===== src/hdl/hzc_pkg.sv =====
// Shared types and constants of the hexagon canopy cover unit.
`timescale 1ns / 1ps
`default_nettype none
package hzc_pkg;

	localparam int INDEX_BITS_DEF  = 16;
	localparam int SAMPLE_BITS_DEF = 16;
	localparam int QUEUE_DEPTH_DEF = 8;

	localparam int FIELD_W    = 16;
	localparam int COORD_W    = 40;
	localparam int STEP_W     = 24;
	localparam int EDGE_W     = 39;
	localparam int THR_W      = 17;
	localparam int CNT_W      = 32;
	localparam int FRAC_W     = 17;
	localparam int CFG_IDX_W  = 4;
	localparam int CFG_DATA_W = 40;

	localparam int PIPE_STAGES = 7;
	localparam int THR_SHIFT   = 15;
	localparam int PX_W        = COORD_W + 3;
	localparam int ABS_W       = PX_W - 1;
	localparam int EDGE2_W     = EDGE_W + 1;
	localparam int SQ_IN_W     = EDGE2_W + 1;
	localparam int SQ_LO_W     = 21;
	localparam int SQ_HI_W     = SQ_IN_W - SQ_LO_W;
	localparam int SQ_W        = 2 * SQ_IN_W;
	localparam int CMP_W       = SQ_W + 2;

	localparam logic signed [STEP_W-1:0] STEP_X_RST = 24'sd256;
	localparam logic signed [STEP_W-1:0] STEP_Y_RST = -24'sd256;

	typedef enum logic [CFG_IDX_W-1:0] {
		REG_ORIGIN_X     = 4'd0,
		REG_ORIGIN_Y     = 4'd1,
		REG_STEP_X       = 4'd2,
		REG_STEP_Y       = 4'd3,
		REG_HEX_CENTER_X = 4'd4,
		REG_HEX_CENTER_Y = 4'd5,
		REG_HEX_EDGE     = 4'd6,
		REG_NDVI_THR     = 4'd7
	} cfg_reg_t;

	typedef enum logic [1:0] {
		ST_COUNT,
		ST_LOAD,
		ST_DIV,
		ST_SEND
	} back_state_t;

	typedef struct packed {
		logic sampled;
		logic canopy;
		logic last_pixel;
	} class_t;

endpackage
`default_nettype wire


===== src/hdl/hzc_back.sv =====
// Back end: saturating counters, serial fraction divider and result register.
`timescale 1ns / 1ps
`default_nettype none
module hzc_back import hzc_pkg::*; (
	input  wire logic         clk,
	input  wire logic         arst_n,
	input  wire logic         q_valid,
	input  wire class_t       q_item,
	output logic              q_pop,
	output logic              empty,
	input  wire logic         pop,
	output logic [CNT_W-1:0]  sampled_count,
	output logic [CNT_W-1:0]  canopy_count,
	output logic [FRAC_W-1:0] canopy_share
);

	localparam int REM_W = CNT_W + 1;
	localparam int NUM_W = CNT_W + FRAC_W + 1;
	localparam int BIT_W = $clog2(FRAC_W);
	localparam logic [BIT_W-1:0] DIV_LAST = BIT_W'(FRAC_W - 1);

	back_state_t       state_q, state_d;
	logic [CNT_W-1:0]  sampled_q, canopy_q, s_next, c_next;
	logic [CNT_W-1:0]  hold_s_q, hold_c_q;
	logic [REM_W-1:0]  rem_q;
	logic [FRAC_W-1:0] quo_q;
	logic [BIT_W-1:0]  bit_cnt_q;
	logic              res_valid_q, res_load;
	logic [CNT_W-1:0]  res_s_q, res_c_q;
	logic [FRAC_W-1:0] res_f_q;

	logic [NUM_W-1:0] numer;
	logic [REM_W:0]   trial, denom;
	logic             ge;

	assign s_next = sampled_q + CNT_W'(q_item.sampled && (sampled_q != '1));
	assign c_next = canopy_q + CNT_W'(q_item.canopy && (canopy_q != '1));
	assign numer  = {1'b0, hold_c_q, {FRAC_W{1'b0}}} + NUM_W'(hold_s_q);
	assign trial  = {rem_q, quo_q[FRAC_W-1]};
	assign denom  = {1'b0, hold_s_q, 1'b0};
	assign ge     = (trial >= denom);

	always_comb begin
		state_d  = state_q;
		q_pop    = 1'b0;
		res_load = 1'b0;
		unique case (state_q)
			ST_COUNT: begin
				q_pop = q_valid;
				if (q_valid && q_item.last_pixel) begin
					state_d = (s_next == '0) ? ST_SEND : ST_LOAD;
				end
			end
			ST_LOAD: state_d = ST_DIV;
			ST_DIV: begin
				if (bit_cnt_q == DIV_LAST) begin
					state_d = ST_SEND;
				end
			end
			ST_SEND: begin
				res_load = !res_valid_q || pop;
				if (res_load) begin
					state_d = ST_COUNT;
				end
			end
			default: state_d = ST_COUNT;
		endcase
	end

	always_ff @(posedge clk or negedge arst_n) begin
		if (!arst_n) begin
			state_q     <= ST_COUNT;
			sampled_q   <= '0;
			canopy_q    <= '0;
			res_valid_q <= 1'b0;
		end else begin
			state_q <= state_d;
			if (q_pop) begin
				if (q_item.last_pixel) begin
					sampled_q <= '0;
					canopy_q  <= '0;
				end else begin
					sampled_q <= s_next;
					canopy_q  <= c_next;
				end
			end
			if (res_load) begin
				res_valid_q <= 1'b1;
			end else if (pop) begin
				res_valid_q <= 1'b0;
			end
		end
	end

	always_ff @(posedge clk) begin
		unique case (state_q)
			ST_COUNT: begin
				if (q_pop && q_item.last_pixel) begin
					hold_s_q <= s_next;
					hold_c_q <= c_next;
					quo_q    <= '0;
				end
			end
			ST_LOAD: begin
				rem_q     <= numer[NUM_W-1:FRAC_W];
				quo_q     <= numer[FRAC_W-1:0];
				bit_cnt_q <= '0;
			end
			ST_DIV: begin
				rem_q     <= ge ? REM_W'(trial - denom) : REM_W'(trial);
				quo_q     <= {quo_q[FRAC_W-2:0], ge};
				bit_cnt_q <= bit_cnt_q + 1'b1;
			end
			ST_SEND: begin
				if (res_load) begin
					res_s_q <= hold_s_q;
					res_c_q <= hold_c_q;
					res_f_q <= quo_q;
				end
			end
			default: ;
		endcase
	end

	assign empty         = !res_valid_q;
	assign sampled_count = res_s_q;
	assign canopy_count  = res_c_q;
	assign canopy_share  = res_f_q;

endmodule
`default_nettype wire


===== config.mk =====
export PLATFORM = sky130hd
export DESIGN_NAME = hzc_back
export DESIGN_NICKNAME = d
export VERILOG_FILES = /design/src/hdl/hzc_pkg.sv /design/src/hdl/hzc_back.sv
export SDC_FILE = /design/constraint.sdc
export NUM_CORES = 1
export LEC_CHECK = 0
export ABC_CLOCK_PERIOD_IN_PS = 8200
export BUFFER_PORTS_ARGS = -buffer_cell sky130_fd_sc_hd__buf_2
export CORE_UTILIZATION = 35
export CTS_BUF_LIST = sky130_fd_sc_hd__clkbuf_4 sky130_fd_sc_hd__clkbuf_8 sky130_fd_sc_hd__clkbuf_16
export DETAILED_ROUTE_END_ITERATION = 10
export PLACE_DENSITY_LB_ADDON = 0.2
export SYNTH_ARGS = -nofsm -noshare
export SYNTH_HDL_FRONTEND = slang
export SYNTH_SLANG_ARGS = --single-unit

===== constraint.sdc =====
create_clock -name clk -period 8.2 [get_ports clk]
set_clock_uncertainty 0.15 [all_clocks]
set_input_delay 1.64 -clock clk [delete_from_list [all_inputs] [get_ports clk]]
set_output_delay 1.64 -clock clk [all_outputs]
set_load 0.1 [all_outputs]

==> impl_metrics.tcl <==
set metrics [dict create \
    final-hold-violation-count 0 \
    ctsResizeCount 0 \
    post_drt_wl_per_cell_um 19.5 \
    routabilityCongestion 0.898 \
    synth.distinct_cells 83 \
    drc 0 \
    num_io_pins 90 \
    cp_common_cell "buf_2" \
    yosysSeqAreaShare_pct 54.4 \
    vias_per_cell 5.23 \
    syn_area_um2 14100 \
    crit_slowest_cell "buf_4" \
    cts.root.buffer_cell "clkbuf_16" \
    die_area_um2 41200 \
    start_util_pct 35.6 \
    dieWidth_um 203 \
    cts_num_sinks 267 \
    slew_viol_final 0 \
    cts_hold_buf 0 \
    min_path_type "register to register" \
    overflow 0 \
    slew_headroom_pct 20.4 \
    ctsLongestPathBuffers 3 \
    period_share_pct 61.3 \
    setup_viol 0 \
    cp-end-kind "output port" \
    max_freq_mhz 199 \
    period_minus_slack_ps 5020 \
    synth_nets 1318 \
    antenna_found_initial 0 \
    pwr-share-clk_pct 19.8 \
    maxCapViolations 0 \
    worst_pin_slew_ps 1160 \
    grt_pass1_vias 9684 \
    cts_setup_buffers 0 \
    outcome "completed" \
    fin_hold_ws_ps 302 \
    timing.rr.end "rem_q[13]" \
    drive_gt1_share_pct 13.2 \
    dp_hpwl_um 26100 \
    core_um2 39700 \
    max_stage_delay_ps 480 \
    tns_ps 0 \
    reg2regPathDepth 11 \
    synth-edff-count 200 \
    final_area_um2 16100 \
    antenna_cells 0 \
    port_buffers 89 \
    p_int_uw 3560 \
    worstSkewPairLatency_ps 560 \
    switchingPower_uw 2960 \
    htree_num_levels 1 \
    numCtsBuffers 29 \
    die_h_um 203 \
    hold_path_startpoint "quo_q[4]" \
    synthFlopType "edfxtp_1" \
    postSynth.asyncResetShare_pct 25.1 \
    rsz0062_at_grt "no" \
    cts_tree "yes" \
    power.density_nw_per_um2 406 \
    dp_slack_ps 3170 \
    critical_path_class "primary input to output port" \
    p_seq_share_pct 34.1 \
    holdPathStages 0 \
    synth_seq_cells 267 \
    drt_iter0_drc 743 \
    grt_use_total_pct 17.8 \
    final_nets 1405 \
    crit_fanout 52 \
    grt_pass1_wl_um 56900 \
    power_leakage_uw 0.00647 \
    wirelength_um 36700 \
    fin_ws_ps 3180 \
    cp.required_ps 6410 \
    power_frac_comb_pct 46.1 \
    max-vdd-ir-drop_v 0.000258 \
    placed_area_um2 15100 \
    vias 9859 \
    timing.rr.start "hold_s_q[15]" \
    clk_pin_slew_ps 60 \
    synth_warnings 0 \
    hold_end "canopy_share[4]" \
    drt-pass1-iter-count 5 \
    crit_chain "buf_2 > nand2_2 > buf_4 > inv_1 > buf_2" \
    cp.arrival_ps 3230 \
    grt_max_degree 82 \
    worst_setup_path_start_kind "primary input" \
    switching_share_pct 45.4 \
    placement_rows 73 \
    syn_to_final_growth_pct 13.6 \
    syn_avg_cell_area_um2 11.3 \
    syn_inst 1252 \
    nFillCells 3812 \
    r2r_setup_slack_ps 4190 \
    ant_nets 0 \
]
critical path: cells and delay by family:
kind                   cells  cell delay [ps]
buffers and inverters      4             1510
and+or+nand+nor            1               60
Yosys cell counts, drive strengths merged, types with 16 or more instances:
cell type / number / area (µm²)
edfxtp: 200 / 6010
nand2: 112 / 420
o21ai: 90 / 450
inv: 69 / 259
dfrtp: 67 / 1680
xnor2: 59 / 517
ha: 57 / 713
nor2: 54 / 208
nand3: 51 / 260
xor2: 46 / 403
a21oi: 39 / 199
clkbuf: 33 / 124
nor2b: 29 / 181
a22o: 27 / 236
and3: 23 / 149
mux2i: 22 / 220
a21o: 20 / 150
nor3: 20 / 100
a31oi: 18 / 113
a22oi: 16 / 120
and2: 16 / 100
nand4: 16 / 106
metal layers:
| layer | up-vias | GRT usage [%] | wire, µm |
|---|---|---|---|
| met2 | 182 | 28.3 | 17000 |
| met4 | 0 | 5.02 | 762 |
| met1 | 4817 | 25.5 | 17600 |
| li1 | 4812 | - | - |
| met5 | - | 0 | 0 |
| met3 | 48 | 2.09 | 1290 |
logic make-up after synthesis:
group / after synthesis / synth area share (%)
DFF: 267 / 54.4
and+or+nand+nor: 380 / 13.8
adders and majority gates: 59 / 5.33
xor gates and xnor gates: 105 / 6.51
AOI/OAI and AO/OA: 305 / 15.0
buffers and inverters: 112 / 3.29
muxes: 24 / 1.72
layout by cell type (no fill, tap or decap), types with 7 or more instances in the layout:
cell type / instances
edfxtp_1: 200
nand2_1: 111
buf_2: 89
o21ai_0: 85
inv_1: 69
dfrtp_1: 67
xnor2_1: 59
ha_1: 55
nor2_1: 51
nand3_1: 50
xor2_1: 46
a21oi_1: 38
nor2b_1: 29
clkbuf_16: 29
a22o_1: 27
mux2i_1: 22
and3_1: 21
a21o_1: 20
nor3_1: 20
a31oi_1: 18
a22oi_1: 16
nand4_1: 15
nand2b_1: 15
and2_1: 15
o31ai_1: 13
a21boi_0: 13
clkbuf_4: 13
a211oi_1: 10
buf_4: 10
nor4_1: 9
o21a_1: 8
and4_1: 7
or3_1: 7
how the worst max path moves through the flow:
stage | slack [ps] | start | end | depth (start not counted)
after floorplan | 3600 | q_valid | q_pop | 3
after global placement | 3160 | q_valid | q_pop | 5
after detailed placement | 3170 | q_valid | q_pop | 5
after CTS | 3170 | q_valid | q_pop | 5
after global routing | 3110 | q_valid | q_pop | 5
final | 3180 | q_valid | q_pop | 5
registers in the layout, indices dropped and copies added (netlist names):
name	flops
quo_q	17
bit_cnt_q	5
rem_q	33
canopy_count	32
hold_s_q	32
state_q	2
sampled_count	32
canopy_share	17
res_valid_q	1
canopy_q	32
hold_c_q	32
sampled_q	32
power by group through the flow:
stage / logic, µW / registers (µW) / clock network (µW)
final: 3010 / 2220 / 1290
after global routing: 3240 / 2260 / 1360
after CTS: 3020 / 2230 / 1320
after detailed placement: 3010 / 2250 / 0
after global placement: 2990 / 2250 / 0
after floorplan: 1540 / 3090 / 0
layout make-up:
class / instances / area, µm² / share of cell area (%)
Multi-Input combinational cell: 873 / 6000 / 37.4
Tap cell: 525 / 657 / 4.09
Sequential cell: 267 / 7680 / 47.9
Inverter: 69 / 259 / 1.61
Clock inverter: 8 / 70.1 / 0.437
Timing Repair Buffer: 99 / 520 / 3.24
Clock buffer: 45 / 865 / 5.39
through the flow:
step                      instances  utilization, %  total power (µW)
after floorplan                1252               -              4620
after global placement         1833            38.0              5240
after detailed placement       1833            38.0              5260
after CTS                      1886            40.4              6570
after global routing           1886            40.4              6860
final                          1886            40.4              6520
(Power assumes the default switching activity.)
