**config.mk**
```make
export PLATFORM = sky130hd
export DESIGN_NAME = hzc_queue
export DESIGN_NICKNAME = d
export VERILOG_FILES = /design/src/hdl/hzc_pkg.sv /design/src/hdl/hzc_queue.sv
export SDC_FILE = /design/constraint.sdc
export NUM_CORES = 1
export LEC_CHECK = 0
export ABC_AREA = 1
export BUFFER_PORTS_ARGS = -buffer_cell sky130_fd_sc_hd__buf_2
export CAP_MARGIN = 10
export CORE_ASPECT_RATIO = 0.5
export CORE_MARGIN = 10
export CORE_UTILIZATION = 50
export DETAILED_ROUTE_END_ITERATION = 16
export GPL_ROUTABILITY_DRIVEN = 1
export PLACE_DENSITY = 0.68
export SETUP_SLACK_MARGIN = 0.05
export SLEW_MARGIN = 0
export SYNTH_ARGS = -nofsm -noshare
export SYNTH_HDL_FRONTEND = slang
export SYNTH_SLANG_ARGS = --single-unit
```
**constraint.sdc**
```tcl
create_clock -name clk -period 2 [get_ports clk]
set_input_delay 0.2 -clock clk [delete_from_list [all_inputs] [get_ports clk]]
set_output_delay 0.2 -clock clk [all_outputs]
set_load 0.01 [all_outputs]
```
**src/hdl/hzc_pkg.sv**
```systemverilog
// Shared types and constants of the hexagon canopy cover unit.
`timescale 1ns / 1ps
`default_nettype none
package hzc_pkg;

	localparam int INDEX_BITS_DEF  = 16;
	localparam int SAMPLE_BITS_DEF = 16;
	localparam int QUEUE_DEPTH_DEF = 8;

	localparam int FIELD_W    = 16;
	localparam int COORD_W    = 40;
	localparam int STEP_W     = 24;
	localparam int EDGE_W     = 39;
	localparam int THR_W      = 17;
	localparam int CNT_W      = 32;
	localparam int FRAC_W     = 17;
	localparam int CFG_IDX_W  = 4;
	localparam int CFG_DATA_W = 40;

	localparam int PIPE_STAGES = 7;
	localparam int THR_SHIFT   = 15;
	localparam int PX_W        = COORD_W + 3;
	localparam int ABS_W       = PX_W - 1;
	localparam int EDGE2_W     = EDGE_W + 1;
	localparam int SQ_IN_W     = EDGE2_W + 1;
	localparam int SQ_LO_W     = 21;
	localparam int SQ_HI_W     = SQ_IN_W - SQ_LO_W;
	localparam int SQ_W        = 2 * SQ_IN_W;
	localparam int CMP_W       = SQ_W + 2;

	localparam logic signed [STEP_W-1:0] STEP_X_RST = 24'sd256;
	localparam logic signed [STEP_W-1:0] STEP_Y_RST = -24'sd256;

	typedef enum logic [CFG_IDX_W-1:0] {
		REG_ORIGIN_X     = 4'd0,
		REG_ORIGIN_Y     = 4'd1,
		REG_STEP_X       = 4'd2,
		REG_STEP_Y       = 4'd3,
		REG_HEX_CENTER_X = 4'd4,
		REG_HEX_CENTER_Y = 4'd5,
		REG_HEX_EDGE     = 4'd6,
		REG_NDVI_THR     = 4'd7
	} cfg_reg_t;

	typedef enum logic [1:0] {
		ST_COUNT,
		ST_LOAD,
		ST_DIV,
		ST_SEND
	} back_state_t;

	typedef struct packed {
		logic sampled;
		logic canopy;
		logic last_pixel;
	} class_t;

endpackage
`default_nettype wire

```
**src/hdl/hzc_queue.sv**
```systemverilog
// Short queue of classified pixels between front and back.
`timescale 1ns / 1ps
`default_nettype none
module hzc_queue import hzc_pkg::*; #(
	parameter int DEPTH = QUEUE_DEPTH_DEF
) (
	input  wire logic   clk,
	input  wire logic   arst_n,
	input  wire logic   wr_valid,
	input  wire class_t wr_item,
	output logic        rd_valid,
	output class_t      rd_item,
	input  wire logic   rd_pop
);

	localparam int PTR_W = (DEPTH > 1) ? $clog2(DEPTH) : 1;
	localparam int CNT_W_Q = $clog2(DEPTH + 1);

	class_t             slot_q [DEPTH];
	logic [PTR_W-1:0]   wr_ptr_q, rd_ptr_q;
	logic [CNT_W_Q-1:0] count_q;
	logic               do_pop;

	assign rd_valid = (count_q != '0);
	assign rd_item  = slot_q[rd_ptr_q];
	assign do_pop   = rd_pop && rd_valid;

	always_ff @(posedge clk) begin
		if (wr_valid) begin
			slot_q[wr_ptr_q] <= wr_item;
		end
	end

	always_ff @(posedge clk or negedge arst_n) begin
		if (!arst_n) begin
			wr_ptr_q <= '0;
			rd_ptr_q <= '0;
			count_q  <= '0;
		end else begin
			if (wr_valid) begin
				wr_ptr_q <= (wr_ptr_q == PTR_W'(DEPTH - 1)) ? '0 : wr_ptr_q + 1'b1;
			end
			if (do_pop) begin
				rd_ptr_q <= (rd_ptr_q == PTR_W'(DEPTH - 1)) ? '0 : rd_ptr_q + 1'b1;
			end
			if (wr_valid && !do_pop) begin
				count_q <= count_q + 1'b1;
			end else if (!wr_valid && do_pop) begin
				count_q <= count_q - 1'b1;
			end
		end
	end

endmodule
`default_nettype wire

```
==> results of run 1 <==
## through the flow
stage          power (uW)  area [sq um]  util (%)  hold slack (ns)
6_report             2800          1860      61.2            0.214
5_1_grt              3030          1860      61.2            0.217
4_1_cts              2770          1830      60.4            0.212
3_5_place_dp         2020          1690      55.7           0.0748
3_3_place_gp         2010          1690      55.7           0.0709
2_1_floorplan        1790          1600         -          -0.0956
## cells in the mapped netlist (all sizes together)
| cell type | number |
|---|---|
| buf | 3 |
| nor2 | 18 |
| or2 | 1 |
| inv | 12 |
| dfrtp | 10 |
| a21oi | 2 |
| ha | 7 |
| edfxtp | 24 |
| o21ai | 18 |
| xnor2 | 2 |
| nand2 | 61 |
| nand3 | 4 |
| fa | 1 |
## layout by cell type (no fill, tap or decap), drive strengths merged
| cell | count |
|---|---|
| nand2 | 61 |
| edfxtp | 24 |
| nor2 | 18 |
| o21ai | 18 |
| buf | 13 |
| inv | 12 |
| dfrtp | 10 |
| ha | 7 |
| clkbuf | 5 |
| nand3 | 4 |
| xnor2 | 2 |
| a21oi | 2 |
| bufinv | 2 |
| or2 | 1 |
| fa | 1 |
| clkinv | 1 |
| dlygate4sd3 | 1 |
## cells by family (layout without fill, tap and decap cells)
family	count (synthesis)	count (layout)	synth area share, %
xor+xnor	2	2	1.09
flops	34	34	60.5
compound gates	20	20	6.24
buf+inv	15	34	4.68
fa+ha+maj	8	8	6.71
simple gates	84	84	20.7
## routing by layer
layer  GRT usage (%)  share of wire (%)
met1            12.7                 48
met4            4.80               0.41
met2            16.9                 44
met3            4.72                7.8
met5               0                  0
## area by class of cell
cell class | count | area share, %
Sequential cell | 34 | 52.4
Tap cell | 40 | 2.70
Clock buffer | 5 | 3.71
Clock inverter | 3 | 3.44
Multi-Input combinational cell | 114 | 30.7
Timing Repair Buffer | 14 | 4.45
Inverter | 12 | 2.56
## where the power goes
group | total, uW | switching (uW) | internal, uW
clock network | 738 | 245 | 493
registers | 1070 | 156 | 913
logic | 988 | 576 | 412
total | 2800 | 978 | 1820
## state kept, by name (all words and copies together), names as in the netlist
| register | count |
|---|---|
| count_q | 4 |
| rd_ptr_q | 3 |
| slot_q | 24 |
| wr_ptr_q | 3 |
## worst min path at each step
| stage | start | endpoint | cells after the start |
|---|---|---|---|
| 2_1_floorplan | arst_n | count_q[0] | 0 |
| 3_3_place_gp | arst_n | count_q[0] | 1 |
| 3_5_place_dp | arst_n | count_q[1] | 1 |
| 4_1_cts | wr_valid | wr_ptr_q[0] | 2 |
| 5_1_grt | wr_item[2] | slot_q[2][2] | 1 |
| 6_report | wr_valid | wr_ptr_q[0] | 2 |
## timing repair
action                     in CTS  in global routing
hold endpoints to repair       10                  0
setup buffers                   0                  1
gates resized for setup         0                  4
setup endpoints to repair       0                  4
hold buffers                    1                  0
==> metrics.cfg, run 1 <==
[min_path]
min-delay-path-class=primary input to register

[critical_path]
critical_path_arrival_ns=2.02
crit_path_end_kind=register
crit_slowest_cell=dfrtp_1
crit_buf_inv=1
crit_family=simple AND/OR/NAND/NOR gates
crit_path_end=count_q[3]
worstSetupPathType=register to register
crit_path_frequent_cell=nand2_1
regToRegEndpoint=count_q[3]
reg2reg_depth=11
rrSetupSlack_ns=0.15
critPathLaunch=count_q[2]
critPathMaxFanout=4
cp.required_ns=2.18
crit_path_start_kind=register
worstSetupPathDepth=11
crit_chain=nor2_1 > nand2_1 > nand2_2 > ha_1 > inv_1 > ha_4 > or2_2 > nand2_1 > nand2_1 > nand3_1 > nand2_1
crit_path_max_incr_delay_ns=0.41
r2r_start=count_q[2]

[cells_and_area]
fillers=248
seqCellArea_sq_um=972
layout.nets=196
fin_cells=222
drive_gt1_share_pct=15.4
multiInputGateArea_sq_um=571
area_growth_syn_to_layout_pct=15.7
antenna_cells=0

[floorplan]
die_w_um=100
core-area_sq_mm=0.00303
die-area_sq_mm=0.00601
io_pins=11
die_h_um=60.1
num_rows=14
initial_core_util_pct=52.9

[status]
status=complete, no violations

[placement]
dp_hpwl_mm=2.14
io_buffer_count=10
placed_cells=212
place.gp.congestion=0.782
dp_worst_setup_slack_ns=0.0919

[clock_network]
numCtsBuffers=5
cts_tree=yes
clk_pin_slew_ns=0.07
clkSinkCount=34
cts.path.max_buffers=2
clk-insertion-delay-late_ns=0.28
clock-root-buffer=clkbuf_8
ctsHtreeMaxLevel=2

[global_route]
grtUsageTotal_pct=10.8
grt_pass1_vias=1085
grt_overflow_total=0
antenna_found_initial=0
grt_max_degree=16
grt_pass1_wl_mm=4.95

[synthesis]
synthCells=163
syn_nets=178
ys_warn_count=0
netlist_area_sq_mm=0.00160
synth_seq_cells=34
ys_seq_area_share_pct=60.5
synth.top_cells.by_area=edfxtp_1, dfrtp_1, nand2_1, ha_1, nor2_1
synth_top_area_share_pct=44.9
ys_types=17
yosysTopAreaCell=edfxtp_1
syn_area_per_cell_sq_um=9.84

[timing]
setup_viol=0
finClkSkew_ns=0.00420
max_freq_mhz=542
fin_crit_ns=1.85
rsz0062_at_grt=no
finalSetupTns_ns=0
postLayoutSetupSlackWorst_ns=0.153
hold_viol_final=0
slew_viol_final=0
maxSlewHeadroom_pct=79.5
tightest_slew_ns=0.307
min_period_over_period_pct=92.3

[drt]
drt_iter0_markers=123
ant_nets=0
routed_wl_mm=2.94
wl_per_cell_um=13.2
vias=1104
drc=0
via_per_inst=4.97
dr.pass1.iters=4

[flow_run]
maxCapViolCount=0

[pwr]
power_density_mw_per_mm2=1510
ir_drop_uv=770
leakage_uw=0.000805

Power figures use the tool's default switching activity.
==> run 2, diff against run 1 <==
--- a/config.mk
+++ b/config.mk
@@ -6,6 +6,7 @@
 export NUM_CORES = 1
 export LEC_CHECK = 0
 export ABC_AREA = 1
+export ABC_CLOCK_PERIOD_IN_PS = 2000
 export BUFFER_PORTS_ARGS = -buffer_cell sky130_fd_sc_hd__buf_2
 export CAP_MARGIN = 10
 export CORE_ASPECT_RATIO = 0.5
==> constraint.sdc (replaced) <==
create_clock -name clk -period 2 [get_ports clk]
set_input_delay 0.3 -clock clk [delete_from_list [all_inputs] [get_ports clk]]
set_output_delay 0.3 -clock clk [all_outputs]
set_load 0.01 [all_outputs]
==> run 2 against run 1 <==
  * Core utilization is 0.99 points lower
  * Clock power decreased by 37%
  * Power decreased by 8.4%
  * Wire length fell by 1.6%
  * Via count grew 0.27%
  * Cell count grew 1.4%
  * Final area is 1.6% lower
  * Clock skew decreased by 0.00053 ns
  * Sequential cell count did not move
  * Critical path type unchanged
  * Highest routed layer unchanged
==> metrics.cfg, run 2 (same netlist as run 1, synthesis figures left out) <==
[cells_and_area]
area_growth_syn_to_layout_pct=13.8
antenna_cells=0
layout_top_registers=slot_q (24), count_q (4)
final_core_util_pct=60.2
drive_gt1_share_pct=16.2
fillers=259
layout.nets=199
top_register=slot_q
largest_reg_flops=24
final_common_cell=nand2_1
final_cell_mix=nand2_1, edfxtp_1, nor2_1

[drt]
ant_nets=0
routed_wl_mm=2.89
wl_per_cell_um=12.8
dr.pass1.iters=4
drc=0
drt_iter0_markers=43
vias=1107
via_per_inst=4.92

[timing]
tightest_slew_ns=0.303
fin_crit_ns=1.80
maxSlewHeadroom_pct=79.8
finClkSkew_ns=0.00367
max_freq_mhz=556
timing.hold.ws_ns=0.316
slew_viol_final=0
setup_viol=0
hold_viol_final=0
min_period_over_period_pct=89.9
finalSetupTns_ns=0
rsz0062_at_grt=no
postLayoutSetupSlackWorst_ns=0.203

[clock_network]
numCtsBuffers=5
clkSinkCount=34
cts_tree=yes
cts.path.max_buffers=2
clock-root-buffer=clkbuf_8
clk-insertion-delay-late_ns=0.28
ctsHtreeMaxLevel=2
clk_pin_slew_ns=0.07

[critical_path]
crit_buf_inv=1
worstSetupPathDepth=11
crit_family=simple AND/OR/NAND/NOR gates
reg2reg_depth=11
worstSetupPathType=register to register
crit_path_frequent_cell=nand2_1
crit_slowest_cell=dfrtp_1
rrSetupSlack_ns=0.20
crit_path_max_incr_delay_ns=0.42
crit_path_start_kind=register
r2r_start=count_q[2]
crit_chain=nor2_1 > nand2_1 > nand2_2 > ha_1 > inv_2 > ha_4 > or2_2 > nand2_1 > nand2_1 > nand3_1 > nand2_1
regToRegEndpoint=count_q[3]
crit_path_end=count_q[3]
cp.required_ns=2.17
critical_path_arrival_ns=1.97
crit_path_end_kind=register
critPathLaunch=count_q[2]
critPathMaxFanout=4

[pwr]
leakage_uw=0.000797
ir_drop_uv=757
power_uw=2560
power_density_mw_per_mm2=1400

[flow_run]
maxCapViolCount=0

[global_route]
antenna_found_initial=0
grt_pass1_vias=1096
grt_overflow_total=0
grtUsageTotal_pct=10.7
grt_max_degree=14
grt_pass1_wl_mm=4.95

[min_path]
min-delay-path-class=primary input to register

[floorplan]
die_h_um=60.1
num_rows=14
initial_core_util_pct=52.9
die_w_um=100
die-area_sq_mm=0.00601
core-area_sq_mm=0.00303
io_pins=11

[status]
status=complete, no violations

[placement]
place.gp.congestion=0.795
io_buffer_count=10
dp_hpwl_mm=2.14
dp_worst_setup_slack_ns=0.0983

[run 2: changes by cell type in the layout (fill, tap and decap cells not counted)]
cell       previous run  this run
bufinv_16             2         0
dfrtp_1               9        10
dfrtp_2               1         0
clkbuf_1              0         1
inv_2                 0         1
clkinv_2              0         1
buf_4                 3         6
inv_1                11        10
[run 2: per-layer routing]
| layer | share of wire [%] | track usage, % |
|---|---|---|
| met5 | 0 | 0 |
| met4 | 1.8 | 5.60 |
| met3 | 5.0 | 3.57 |
| met2 | 42 | 16.3 |
| met1 | 51 | 13.4 |
[run 2: worst min path at each step]
stage / start / to / slack, ns / cells after the start
floorplan: arst_n / count_q[0] / 0.004 / 0
global placement: arst_n / count_q[0] / 0.17 / 1
detailed placement: arst_n / wr_ptr_q[2] / 0.17 / 1
CTS: wr_item[2] / slot_q[7][2] / 0.32 / 1
global route: wr_item[2] / slot_q[1][2] / 0.32 / 1
finish: wr_item[2] / slot_q[2][2] / 0.32 / 1
[run 2: area by class of cell]
cell class | count | area (sq um) | area share (%)
inverters | 12 | 47.5 | 2.60
well taps | 40 | 50.0 | 2.74
multi-input cells | 114 | 571 | 31.3
clock buffers | 6 | 72.6 | 3.98
repair buffers | 17 | 105 | 5.76
flip-flops and latches | 34 | 971 | 53.2
clock inverters | 2 | 8.76 | 0.480
[run 2: repair_timing]
| action | 4_1_cts | 5_1_grt |
|---|---|---|
| setup endpoints to repair | 0 | 2 |
| hold buffers | 1 | 0 |
| resized for setup | 0 | 3 |
| buffers inserted | 0 | 3 |
| hold endpoints to repair | 10 | 0 |
[run 2: power breakdown]
group	internal (uW)	total, uW	switching (uW)
sequential	911	1030	123
combinational	444	1060	615
clock	239	468	229
[run 2: metrics by stage]
step,cell area (sq um),cells
after floorplan,1600,163
after global placement,1700,213
after detailed placement,1700,213
final,1830,225
after global routing,1830,225
after CTS,1790,222
